## src/mts_pkg.sv

```systemverilog
package mts_pkg;

    localparam int OFFSET_BITS = 16;
    localparam int OUT_BITS    = 16;

    localparam logic [7:0] CH_LT    = 8'h3C;
    localparam logic [7:0] CH_GT    = 8'h3E;
    localparam logic [7:0] CH_SLASH = 8'h2F;
    localparam logic [7:0] CH_QUEST = 8'h3F;
    localparam logic [7:0] CH_BANG  = 8'h21;
    localparam logic [7:0] CH_LF    = 8'h0A;
    localparam logic [7:0] CH_CR    = 8'h0D;
    localparam logic [7:0] CH_TAB   = 8'h09;
    localparam logic [7:0] CH_SPACE = 8'h20;

    localparam logic MODE_DATA = 1'b0;
    localparam logic MODE_END  = 1'b1;

    typedef enum logic [2:0] {
        PH_BETWEEN     = 3'd0,
        PH_AFTER_LT    = 3'd1,
        PH_AFTER_SLASH = 3'd2,
        PH_IN_TAG      = 3'd3,
        PH_CONTENT     = 3'd4
    } phase_t;

    typedef enum logic [2:0] {
        KIND_OPEN    = 3'd0,
        KIND_CLOSE   = 3'd1,
        KIND_SELF    = 3'd2,
        KIND_CONTENT = 3'd3,
        KIND_END     = 3'd4
    } kind_t;

    typedef logic [OFFSET_BITS-1:0] offset_t;

    typedef struct packed {
        kind_t               kind;
        logic [OUT_BITS-1:0] start;
        logic [OUT_BITS-1:0] length;
        logic [15:0]         line;
        logic                unterm;
        logic                last;
    } result_t;

    // one result request from the scanner to the output queue
    typedef struct packed {
        logic    valid;
        result_t res;
    } res_req_t;

    function automatic logic is_space(input logic [7:0] c);
        return (c == CH_SPACE) || (c == CH_TAB) || (c == CH_CR) || (c == CH_LF);
    endfunction

    function automatic offset_t span(input offset_t from, input offset_t upto);
        return (upto >= from) ? offset_t'(upto - from) : '0;
    endfunction

    function automatic logic [OUT_BITS-1:0] sat_out(input offset_t v);
        logic [OFFSET_BITS+OUT_BITS-1:0] wide;
        wide = {{OUT_BITS{1'b0}}, v};
        if (wide > (OFFSET_BITS+OUT_BITS)'({OUT_BITS{1'b1}}))
            return {OUT_BITS{1'b1}};
        else
            return wide[OUT_BITS-1:0];
    endfunction

endpackage

```

## src/markup_token_scanner.sv

```systemverilog
// path: a request accepted into the input register has its result pushed into the
//   output queue register, from which m_axis shows it; a full queue stalls the push
// throughput: one byte per cycle while the output queue has room; an end-of-input
//   request that cuts off a token is held until the cut-off token and then the end
//   token have left; results leave the scanner one per cycle into a two-entry output queue
// reset: rst_n clears the scanner to between tokens, offset 0, line 1, queue empty
module markup_token_scanner
(
    input  logic        clk,
    input  logic        rst_n,
    input  logic        s_axis_tvalid,
    output logic        s_axis_tready,
    input  logic [7:0]  s_axis_tdata,   // data_byte
    input  logic        s_axis_tuser,   // mode
    output logic        m_axis_tvalid,
    input  logic        m_axis_tready,
    output logic [47:0] m_axis_tdata,   // start_offset, token_length, line_number
    output logic [3:0]  m_axis_tuser,   // token_kind, unterminated
    output logic        m_axis_tlast    // last_of_run
);

    mts_pkg::res_req_t push;
    mts_pkg::result_t  out_res;
    logic              out_full;

    mts_scan_core u_core
    (
        .clk      (clk),
        .rst_n    (rst_n),
        .in_valid (s_axis_tvalid),
        .in_ready (s_axis_tready),
        .in_mode  (s_axis_tuser),
        .in_byte  (s_axis_tdata),
        .out_full (out_full),
        .push     (push)
    );

    mts_out_fifo u_out
    (
        .clk       (clk),
        .rst_n     (rst_n),
        .push      (push),
        .full      (out_full),
        .out_valid (m_axis_tvalid),
        .out_ready (m_axis_tready),
        .out_res   (out_res)
    );

    assign m_axis_tdata = {out_res.line, out_res.length, out_res.start};
    assign m_axis_tuser = {out_res.unterm, out_res.kind};
    assign m_axis_tlast = out_res.last;

endmodule

```

## src/mts_out_fifo.sv

```systemverilog
module mts_out_fifo
(
    input  logic                clk,
    input  logic                rst_n,
    input  mts_pkg::res_req_t   push,
    output logic                full,
    output logic                out_valid,
    input  logic                out_ready,
    output mts_pkg::result_t    out_res
);

    mts_pkg::result_t slot0_reg;
    mts_pkg::result_t slot1_reg;
    logic       head_reg, head_next;
    logic       tail_reg, tail_next;
    logic [1:0] count_reg, count_next;
    logic       pop;

    assign full      = (count_reg == 2'd2);
    assign out_valid = (count_reg != 2'd0);
    assign out_res   = head_reg ? slot1_reg : slot0_reg;
    assign pop       = out_valid && out_ready;

    always_comb
    begin
        head_next  = head_reg;
        tail_next  = tail_reg;
        count_next = count_reg;
        if (pop)
        begin
            head_next = ~head_reg;
        end
        if (push.valid)
        begin
            tail_next = ~tail_reg;
        end
        if (push.valid && !pop)
        begin
            count_next = count_reg + 2'd1;
        end
        else if (!push.valid && pop)
        begin
            count_next = count_reg - 2'd1;
        end
    end

    always_ff @(posedge clk or negedge rst_n)
    begin
        if (!rst_n)
        begin
            head_reg  <= 1'b0;
            tail_reg  <= 1'b0;
            count_reg <= 2'd0;
        end
        else
        begin
            head_reg  <= head_next;
            tail_reg  <= tail_next;
            count_reg <= count_next;
        end
    end

    always_ff @(posedge clk)
    begin
        if (push.valid && !tail_reg)
        begin
            slot0_reg <= push.res;
        end
        if (push.valid && tail_reg)
        begin
            slot1_reg <= push.res;
        end
    end

    a_no_overflow: assert property (@(posedge clk) disable iff (!rst_n)
        push.valid |-> (count_reg != 2'd2))
        else $error("result pushed into full queue");

endmodule

```

## src/mts_scan_core.sv

```systemverilog
module mts_scan_core
(
    input  logic               clk,
    input  logic               rst_n,
    input  logic               in_valid,
    output logic               in_ready,
    input  logic               in_mode,
    input  logic [7:0]         in_byte,
    input  logic               out_full,
    output mts_pkg::res_req_t  push
);

    // input register
    logic       in_valid_reg;
    logic       in_mode_reg;
    logic [7:0] in_byte_reg;

    // scanner state
    mts_pkg::phase_t  phase_reg, phase_next;
    mts_pkg::offset_t byte_offset_reg, byte_offset_next;
    mts_pkg::offset_t token_start_reg, token_start_next;
    logic [7:0]       prev_byte_reg, prev_byte_next;
    logic [15:0]      line_count_reg, line_count_next;
    logic             close_tag_reg, close_tag_next;
    logic             ignore_tag_reg, ignore_tag_next;
    logic             end_half_reg, end_half_next;

    logic             step;
    logic             consume;
    logic             ws;
    mts_pkg::offset_t tag_end;
    mts_pkg::kind_t   tag_kind;
    mts_pkg::kind_t   open_kind;
    logic             byte_res_valid;
    mts_pkg::result_t byte_res;
    logic             cut_valid;
    mts_pkg::result_t cut_res;
    mts_pkg::result_t end_res;

    assign step     = in_valid_reg && !out_full;
    assign in_ready = !in_valid_reg || consume;
    assign ws       = mts_pkg::is_space(in_byte_reg);

    assign open_kind = close_tag_reg ? mts_pkg::KIND_CLOSE : mts_pkg::KIND_OPEN;

    // result of a data byte: '>' closing a tag or '<' ending content
    always_comb
    begin
        tag_kind = open_kind;
        tag_end  = byte_offset_reg;
        if (!close_tag_reg && prev_byte_reg == mts_pkg::CH_SLASH)
        begin
            tag_kind = mts_pkg::KIND_SELF;
            tag_end  = (byte_offset_reg != '0) ? mts_pkg::offset_t'(byte_offset_reg - 1'b1)
                                                : '0;
        end

        byte_res        = '0;
        byte_res.line   = line_count_reg;
        byte_res.last   = 1'b1;
        byte_res.start  = mts_pkg::sat_out(token_start_reg);
        byte_res_valid  = 1'b0;
        if (phase_reg == mts_pkg::PH_IN_TAG && in_byte_reg == mts_pkg::CH_GT)
        begin
            byte_res.kind   = tag_kind;
            byte_res.length = mts_pkg::sat_out(mts_pkg::span(token_start_reg, tag_end));
            byte_res_valid  = !(tag_kind == mts_pkg::KIND_OPEN && ignore_tag_reg);
        end
        else if (phase_reg == mts_pkg::PH_CONTENT && in_byte_reg == mts_pkg::CH_LT)
        begin
            byte_res.kind   = mts_pkg::KIND_CONTENT;
            byte_res.length = mts_pkg::sat_out(mts_pkg::span(token_start_reg,
                                                             byte_offset_reg));
            byte_res_valid  = 1'b1;
        end
    end

    // token cut off by end of input, followed by the end token
    always_comb
    begin
        cut_res       = '0;
        cut_res.line  = line_count_reg;
        cut_valid     = 1'b0;
        case (phase_reg)
            mts_pkg::PH_CONTENT:
            begin
                cut_valid      = 1'b1;
                cut_res.kind   = mts_pkg::KIND_CONTENT;
                cut_res.start  = mts_pkg::sat_out(token_start_reg);
                cut_res.length = mts_pkg::sat_out(mts_pkg::span(token_start_reg,
                                                                byte_offset_reg));
            end
            mts_pkg::PH_AFTER_LT, mts_pkg::PH_AFTER_SLASH:
            begin
                cut_valid      = 1'b1;
                cut_res.kind   = open_kind;
                cut_res.start  = mts_pkg::sat_out(byte_offset_reg);
                cut_res.unterm = 1'b1;
            end
            mts_pkg::PH_IN_TAG:
            begin
                cut_valid      = close_tag_reg || !ignore_tag_reg;
                cut_res.kind   = open_kind;
                cut_res.start  = mts_pkg::sat_out(token_start_reg);
                cut_res.length = mts_pkg::sat_out(mts_pkg::span(token_start_reg,
                                                                byte_offset_reg));
                cut_res.unterm = 1'b1;
            end
            default:
            begin
                cut_valid = 1'b0;
            end
        endcase

        end_res        = '0;
        end_res.kind   = mts_pkg::KIND_END;
        end_res.start  = mts_pkg::sat_out((byte_offset_reg != '0)
                             ? mts_pkg::offset_t'(byte_offset_reg - 1'b1) : '0);
        end_res.line   = line_count_reg;
        end_res.last   = 1'b1;
    end

    // outputs: which result goes out and whether the input item is done
    always_comb
    begin
        push          = '0;
        consume       = 1'b0;
        end_half_next = end_half_reg;
        if (step)
        begin
            if (in_mode_reg == mts_pkg::MODE_END)
            begin
                if (cut_valid && !end_half_reg)
                begin
                    push.valid    = 1'b1;
                    push.res      = cut_res;
                    end_half_next = 1'b1;
                end
                else
                begin
                    push.valid    = 1'b1;
                    push.res      = end_res;
                    consume       = 1'b1;
                    end_half_next = 1'b0;
                end
            end
            else
            begin
                push.valid = byte_res_valid;
                push.res   = byte_res;
                consume    = 1'b1;
            end
        end
    end

    // next state
    always_comb
    begin
        phase_next       = phase_reg;
        byte_offset_next = byte_offset_reg;
        token_start_next = token_start_reg;
        prev_byte_next   = prev_byte_reg;
        line_count_next  = line_count_reg;
        close_tag_next   = close_tag_reg;
        ignore_tag_next  = ignore_tag_reg;
        if (step && in_mode_reg == mts_pkg::MODE_END && consume)
        begin
            phase_next       = mts_pkg::PH_BETWEEN;
            byte_offset_next = '0;
            token_start_next = '0;
            prev_byte_next   = 8'd0;
            line_count_next  = 16'd1;
            close_tag_next   = 1'b0;
            ignore_tag_next  = 1'b0;
        end
        else if (step && in_mode_reg == mts_pkg::MODE_DATA)
        begin
            if (in_byte_reg == mts_pkg::CH_LF && line_count_reg != 16'hFFFF)
            begin
                line_count_next = line_count_reg + 16'd1;
            end
            unique case (phase_reg)
                mts_pkg::PH_BETWEEN:
                begin
                    if (!ws)
                    begin
                        if (in_byte_reg == mts_pkg::CH_LT)
                        begin
                            phase_next      = mts_pkg::PH_AFTER_LT;
                            close_tag_next  = 1'b0;
                            ignore_tag_next = 1'b0;
                        end
                        else
                        begin
                            token_start_next = byte_offset_reg;
                            phase_next       = mts_pkg::PH_CONTENT;
                        end
                    end
                end
                mts_pkg::PH_AFTER_LT:
                begin
                    if (!ws)
                    begin
                        if (in_byte_reg == mts_pkg::CH_SLASH)
                        begin
                            close_tag_next = 1'b1;
                            phase_next     = mts_pkg::PH_AFTER_SLASH;
                        end
                        else
                        begin
                            token_start_next = byte_offset_reg;
                            ignore_tag_next  = (in_byte_reg == mts_pkg::CH_QUEST) ||
                                               (in_byte_reg == mts_pkg::CH_BANG);
                            phase_next       = mts_pkg::PH_IN_TAG;
                        end
                    end
                end
                mts_pkg::PH_AFTER_SLASH:
                begin
                    if (!ws)
                    begin
                        token_start_next = byte_offset_reg;
                        phase_next       = mts_pkg::PH_IN_TAG;
                    end
                end
                mts_pkg::PH_IN_TAG:
                begin
                    if (in_byte_reg == mts_pkg::CH_GT)
                    begin
                        phase_next = mts_pkg::PH_BETWEEN;
                    end
                end
                mts_pkg::PH_CONTENT:
                begin
                    if (in_byte_reg == mts_pkg::CH_LT)
                    begin
                        phase_next      = mts_pkg::PH_AFTER_LT;
                        close_tag_next  = 1'b0;
                        ignore_tag_next = 1'b0;
                    end
                end
                default:
                begin
                    phase_next = mts_pkg::PH_BETWEEN;
                end
            endcase
            prev_byte_next = in_byte_reg;
            if (byte_offset_reg != '1)
            begin
                byte_offset_next = byte_offset_reg + 1'b1;
            end
        end
    end

    always_ff @(posedge clk or negedge rst_n)
    begin
        if (!rst_n)
        begin
            in_valid_reg    <= 1'b0;
            phase_reg       <= mts_pkg::PH_BETWEEN;
            byte_offset_reg <= '0;
            token_start_reg <= '0;
            prev_byte_reg   <= 8'd0;
            line_count_reg  <= 16'd1;
            close_tag_reg   <= 1'b0;
            ignore_tag_reg  <= 1'b0;
            end_half_reg    <= 1'b0;
        end
        else
        begin
            if (in_valid && in_ready)
            begin
                in_valid_reg <= 1'b1;
            end
            else if (consume)
            begin
                in_valid_reg <= 1'b0;
            end
            phase_reg       <= phase_next;
            byte_offset_reg <= byte_offset_next;
            token_start_reg <= token_start_next;
            prev_byte_reg   <= prev_byte_next;
            line_count_reg  <= line_count_next;
            close_tag_reg   <= close_tag_next;
            ignore_tag_reg  <= ignore_tag_next;
            end_half_reg    <= end_half_next;
        end
    end

    always_ff @(posedge clk)
    begin
        if (in_valid && in_ready)
        begin
            in_mode_reg <= in_mode;
            in_byte_reg <= in_byte;
        end
    end

    a_end_resets: assert property (@(posedge clk) disable iff (!rst_n)
        (push.valid && push.res.kind == mts_pkg::KIND_END)
            |=> (phase_reg == mts_pkg::PH_BETWEEN && byte_offset_reg == '0))
        else $error("end token did not return scanner to reset state");

    a_end_half_holds: assert property (@(posedge clk) disable iff (!rst_n)
        end_half_reg |-> (in_valid_reg && in_mode_reg == mts_pkg::MODE_END))
        else $error("pending end token without end request held");

    a_line_nonzero: assert property (@(posedge clk) disable iff (!rst_n)
        line_count_reg != 16'd0)
        else $error("line count wrapped to zero");

endmodule

```

## config.mk

```make
export PLATFORM = sky130hd
export DESIGN_NAME = markup_token_scanner
export DESIGN_NICKNAME = d
export VERILOG_FILES = /design/src/mts_pkg.sv /design/src/markup_token_scanner.sv /design/src/mts_out_fifo.sv /design/src/mts_scan_core.sv
export SDC_FILE = /design/constraint.sdc
export NUM_CORES = 1
export LEC_CHECK = 0
export ABC_AREA = 1
export BUFFER_PORTS_ARGS = -buffer_cell sky130_fd_sc_hd__buf_2
export CAP_MARGIN = 20
export CORE_ASPECT_RATIO = 0.9
export CORE_MARGIN = 5
export CORE_UTILIZATION = 50
export CTS_BUF_LIST = sky130_fd_sc_hd__clkbuf_8
export DETAILED_ROUTE_END_ITERATION = 8
export PLACE_DENSITY_LB_ADDON = 0.15
export SYNTH_ARGS = -nofsm -noshare
export SYNTH_HDL_FRONTEND = slang
export SYNTH_SLANG_ARGS = --single-unit
```

## constraint.sdc

```tcl
create_clock -name clk -period 6.15 [get_ports clk]
set_input_delay 1.23 -clock clk [delete_from_list [all_inputs] [get_ports clk]]
set_output_delay 1.23 -clock clk [all_outputs]
set_load 0.005 [all_outputs]
```

==> flow_metrics.tcl <==
set metrics [dict create \
    timing.rr.end "u_out.slot0_reg[33]" \
    synth_sequential_area_ratio 0.448 \
    synth_top_cell_area_share 0.301 \
    pwr_density_cell_nw_per_um2 446 \
    maxClockFrequency_ghz 0.247 \
    rr_startpoint "u_core.byte_offset_reg[0]" \
    finalHoldViolCount 0 \
    synth.area.top_cells "sky130_fd_sc_hd__edfxtp_1 30%, sky130_fd_sc_hd__nand2_1 17%, sky130_fd_sc_hd__dfrtp_1 14%, sky130_fd_sc_hd__inv_1 5.4%, sky130_fd_sc_hd__nand3_1 4.9%" \
    num-nets-final 1607 \
    post_cts_resized 0 \
    syn-instance-count 1507 \
    path_clk_slew_ps 110 \
    clk-insertion-delay-late_ps 480 \
    die_height_um 154 \
    avgViaCountPerCell 5.42 \
    total_leakage_power_nw 5.87 \
    timing.hold.worst.start "u_core.token_start_reg[1]" \
    grt_start_max_net_pins 68 \
    mapped_cell_area_sq_um 11500 \
    numPortBuffers 67 \
    min_clock_period_post_route_ps 4050 \
    core_area_sq_um 22500 \
    critPathMaxFanout 10 \
    async_flop_share 0.368 \
    drt_pre_antenna_iters 6 \
    cts-root-to-sink-buffers 2 \
    fp-row-count 52 \
    post-route-drc-count 0 \
    timing.hold.worst_endpoint "u_core.token_start_reg[1]" \
    fp.dieArea_sq_um 26100 \
    outcome "complete, no violations" \
    n_fill_cell 2172 \
    synth_area_leader_cell "sky130_fd_sc_hd__edfxtp_1" \
    cp_class "reg2reg" \
    grt_setup_unrepaired "no" \
    postSynth.topFlopCell "sky130_fd_sc_hd__edfxtp_1" \
    place_congestion 1.01 \
    fin_worst_skew_ps 16.0 \
    hold_class "reg2reg" \
    area.growth.synth_to_final_pct 8.59 \
    max_slew_headroom_at_the_worst_pin 0.341 \
    final_slew_viol_count 0 \
    drv_cap 0 \
    timing.critical_path.cells "clkinv_1 > ha_1 > nand4_1 > nor2_1 > nand2_1 > nor2_1 > nor2_1 > o21ai_0 > ha_1 > inv_1 > fa_1 > nand2_1 > nand2_1 > nand3_1 > nand3_1 > nand2_1 > nand2_1 > nand3b_1 > nor2_1 > nor2_1 > nor2_1" \
    antenna_found_initial 0 \
    tritoncts_clock_tree "done" \
    final_layout_size_suffix_gt1_frac 0.0988 \
    boundaryPins 68 \
    tritoncts.num_buffers 17 \
    root_buffer "sky130_fd_sc_hd__clkbuf_8" \
    cp-end-kind "flop" \
    postSynthNetCount 1558 \
    ant_nets 0 \
    tritoncts_num_sinks 182 \
    dr.first_iter.drc_count 1115 \
    total_power_mw 5.56 \
    postSynthRegisterBits 182 \
    total_area_of_multi_input_combinational_cells_sq_um 5460 \
    num_vias 10100 \
    ir_worst_vdd_mv 0.319 \
    avgRoutedWirePerCell_um 17.5 \
    syn-mean-instance-area_sq_um 7.61 \
    worst_slew_pin_tran_ps 988 \
    grt_usage 0.252 \
    fin_crit_sh 0.658 \
    worst_r2r_path_depth 21 \
    synth-edff-count 115 \
    cts_hold_buffers 0 \
    antenna_cells 0 \
    worst_path_max_delay_cell "sky130_fd_sc_hd__dfrtp_1" \
    cp-start-kind "flop" \
    post_cts.repair.setup_buffers 0 \
    yosysWarningCount 0 \
    synth_cell_types 48 \
    cp.arrival_ps 4270 \
    cts_max_level 4 \
    report.final.setup_viol 0 \
    critical_path.most_common_cell "sky130_fd_sc_hd__nor2_1" \
    overflow 0 \
    fin_tns_setup_ps 0 \
    r2r_slack_ps 2100 \
    detailed_place_hpwl_mm 24.5 \
    first_global_vias 9267 \
    hold-path-cell-count 2 \
    floorplan.die.width_um 170 \
    wire_length_of_the_first_global_routing_pass_mm 51.8 \
    required_ps 6370 \
    drt_wl_total_mm 32.7 \
    initial_core_util 0.509 \
    ff_latch_area_sq_um 5130 \
    cp_slowest_stage_delay_ps 470 \
]
==> logic make-up (layout without fill, tap and decap cells) <==
family | Yosys count | after routing | synth area share
AO/OA/AOI/OAI | 157 | 157 | 0.0773
flip-flops | 182 | 182 | 0.448
XOR/XNOR | 43 | 43 | 0.0328
buffers and inverters | 223 | 285 | 0.0779
adder cells (fa/ha/maj) | 38 | 38 | 0.0428
AND/OR/NAND/NOR | 864 | 864 | 0.322
==> power breakdown <==
part           switching, mW  internal [mW]  leakage [nW]
sequential             0.133           1.66          1.99
clock                  0.533          0.319         0.213
combinational           2.08          0.837          3.67
total                   2.74           2.81          5.87
==> cells in the mapped netlist (all sizes together) (4+ instances only) <==
library cell and count:
o22ai 21, nand3b 10, o21ai 75, and2 4
nor3 31, clkbuf 27, nand3 114, xnor2 7
clkinv 8, nand4 19, xor2 36, edfxtp 115
nor2 148, buf 15, o211ai 8, inv 173
nand2 536, ha 36, a21oi 41, dfrtp 66
==> cell usage in the layout, fill, tap and decap left out, types with 3 or more instances in the layout <==
cell type and count:
sky130_fd_sc_hd__inv_2 8, sky130_fd_sc_hd__nand2_1 515, sky130_fd_sc_hd__nand2_2 17, sky130_fd_sc_hd__clkinv_8 8, sky130_fd_sc_hd__dfrtp_1 65, sky130_fd_sc_hd__o221ai_1 3, sky130_fd_sc_hd__o21ai_1 17, sky130_fd_sc_hd__nor2_4 6
sky130_fd_sc_hd__a22oi_1 3, sky130_fd_sc_hd__buf_2 67, sky130_fd_sc_hd__inv_1 164, sky130_fd_sc_hd__xor2_1 36, sky130_fd_sc_hd__clkbuf_8 17, sky130_fd_sc_hd__xnor2_1 7, sky130_fd_sc_hd__ha_1 36, sky130_fd_sc_hd__nand3b_1 10
sky130_fd_sc_hd__a21oi_1 41, sky130_fd_sc_hd__nor2_1 136, sky130_fd_sc_hd__edfxtp_1 115, sky130_fd_sc_hd__nand3_1 112, sky130_fd_sc_hd__o211ai_1 8, sky130_fd_sc_hd__o21ai_0 55, sky130_fd_sc_hd__nand4_1 18, sky130_fd_sc_hd__nor3_1 31
sky130_fd_sc_hd__buf_4 5, sky130_fd_sc_hd__o22ai_1 21, sky130_fd_sc_hd__inv_6 4, sky130_fd_sc_hd__and2_1 4, sky130_fd_sc_hd__nor2_2 5, sky130_fd_sc_hd__o21bai_1 3, sky130_fd_sc_hd__nand2_4 3, sky130_fd_sc_hd__clkinv_1 8
==> critical path: cells and delay by family, from the launching register on <==
family	cells	cell delay, ps
compound gates	1	250
buf+inv	2	280
simple gates	15	1860
flops	1	470
fa+ha+maj	3	930
==> worst max path at each step <==
stage                                   start             endpoint  slack (ps)  cells past startpoint
floorplan               u_core.in_byte_reg[7]   u_out.slot1_reg[0]        2310                      9
global placement    u_core.byte_offset_reg[0]  u_out.slot0_reg[33]        2250                     21
detailed placement  u_core.byte_offset_reg[0]  u_out.slot0_reg[33]        2160                     21
CTS                 u_core.byte_offset_reg[0]  u_out.slot0_reg[33]        2150                     21
global route          u_core.prev_byte_reg[3]  u_out.slot1_reg[31]        1650                     19
finish              u_core.byte_offset_reg[0]  u_out.slot0_reg[33]        2100                     21
==> layout make-up <==
type	count	share of cell area
clock buffer	17	0.0188
clock inverter	15	0.0162
inverter	181	0.0548
multi-input combinational	1102	0.438
sequential	182	0.412
tap	297	0.0298
timing repair buffer	72	0.0299
==> metal layers <==
layer / part of all wire / vias to the layer above / track usage
li1: - / 4998 / -
met1: 0.47 / 4664 / 0.384
met2: 0.43 / 398 / 0.369
met3: 0.074 / 59 / 0.0426
met4: 0.023 / 0 / 0.0751
met5: 0 / - / 0
==> stage by stage <==
step | hold WS [ps] | setup slack, ps | cells | utilization | instance area, sq um
after floorplan | 442 | 2310 | 1507 | - | 11500
after global routing | 509 | 1650 | 1866 | 0.553 | 12500
final | 495 | 2100 | 1866 | 0.553 | 12500
after global placement | 454 | 2250 | 1834 | 0.534 | 12000
after CTS | 496 | 2150 | 1866 | 0.553 | 12500
after detailed placement | 467 | 2160 | 1834 | 0.534 | 12000
(Power assumes the default switching activity.)
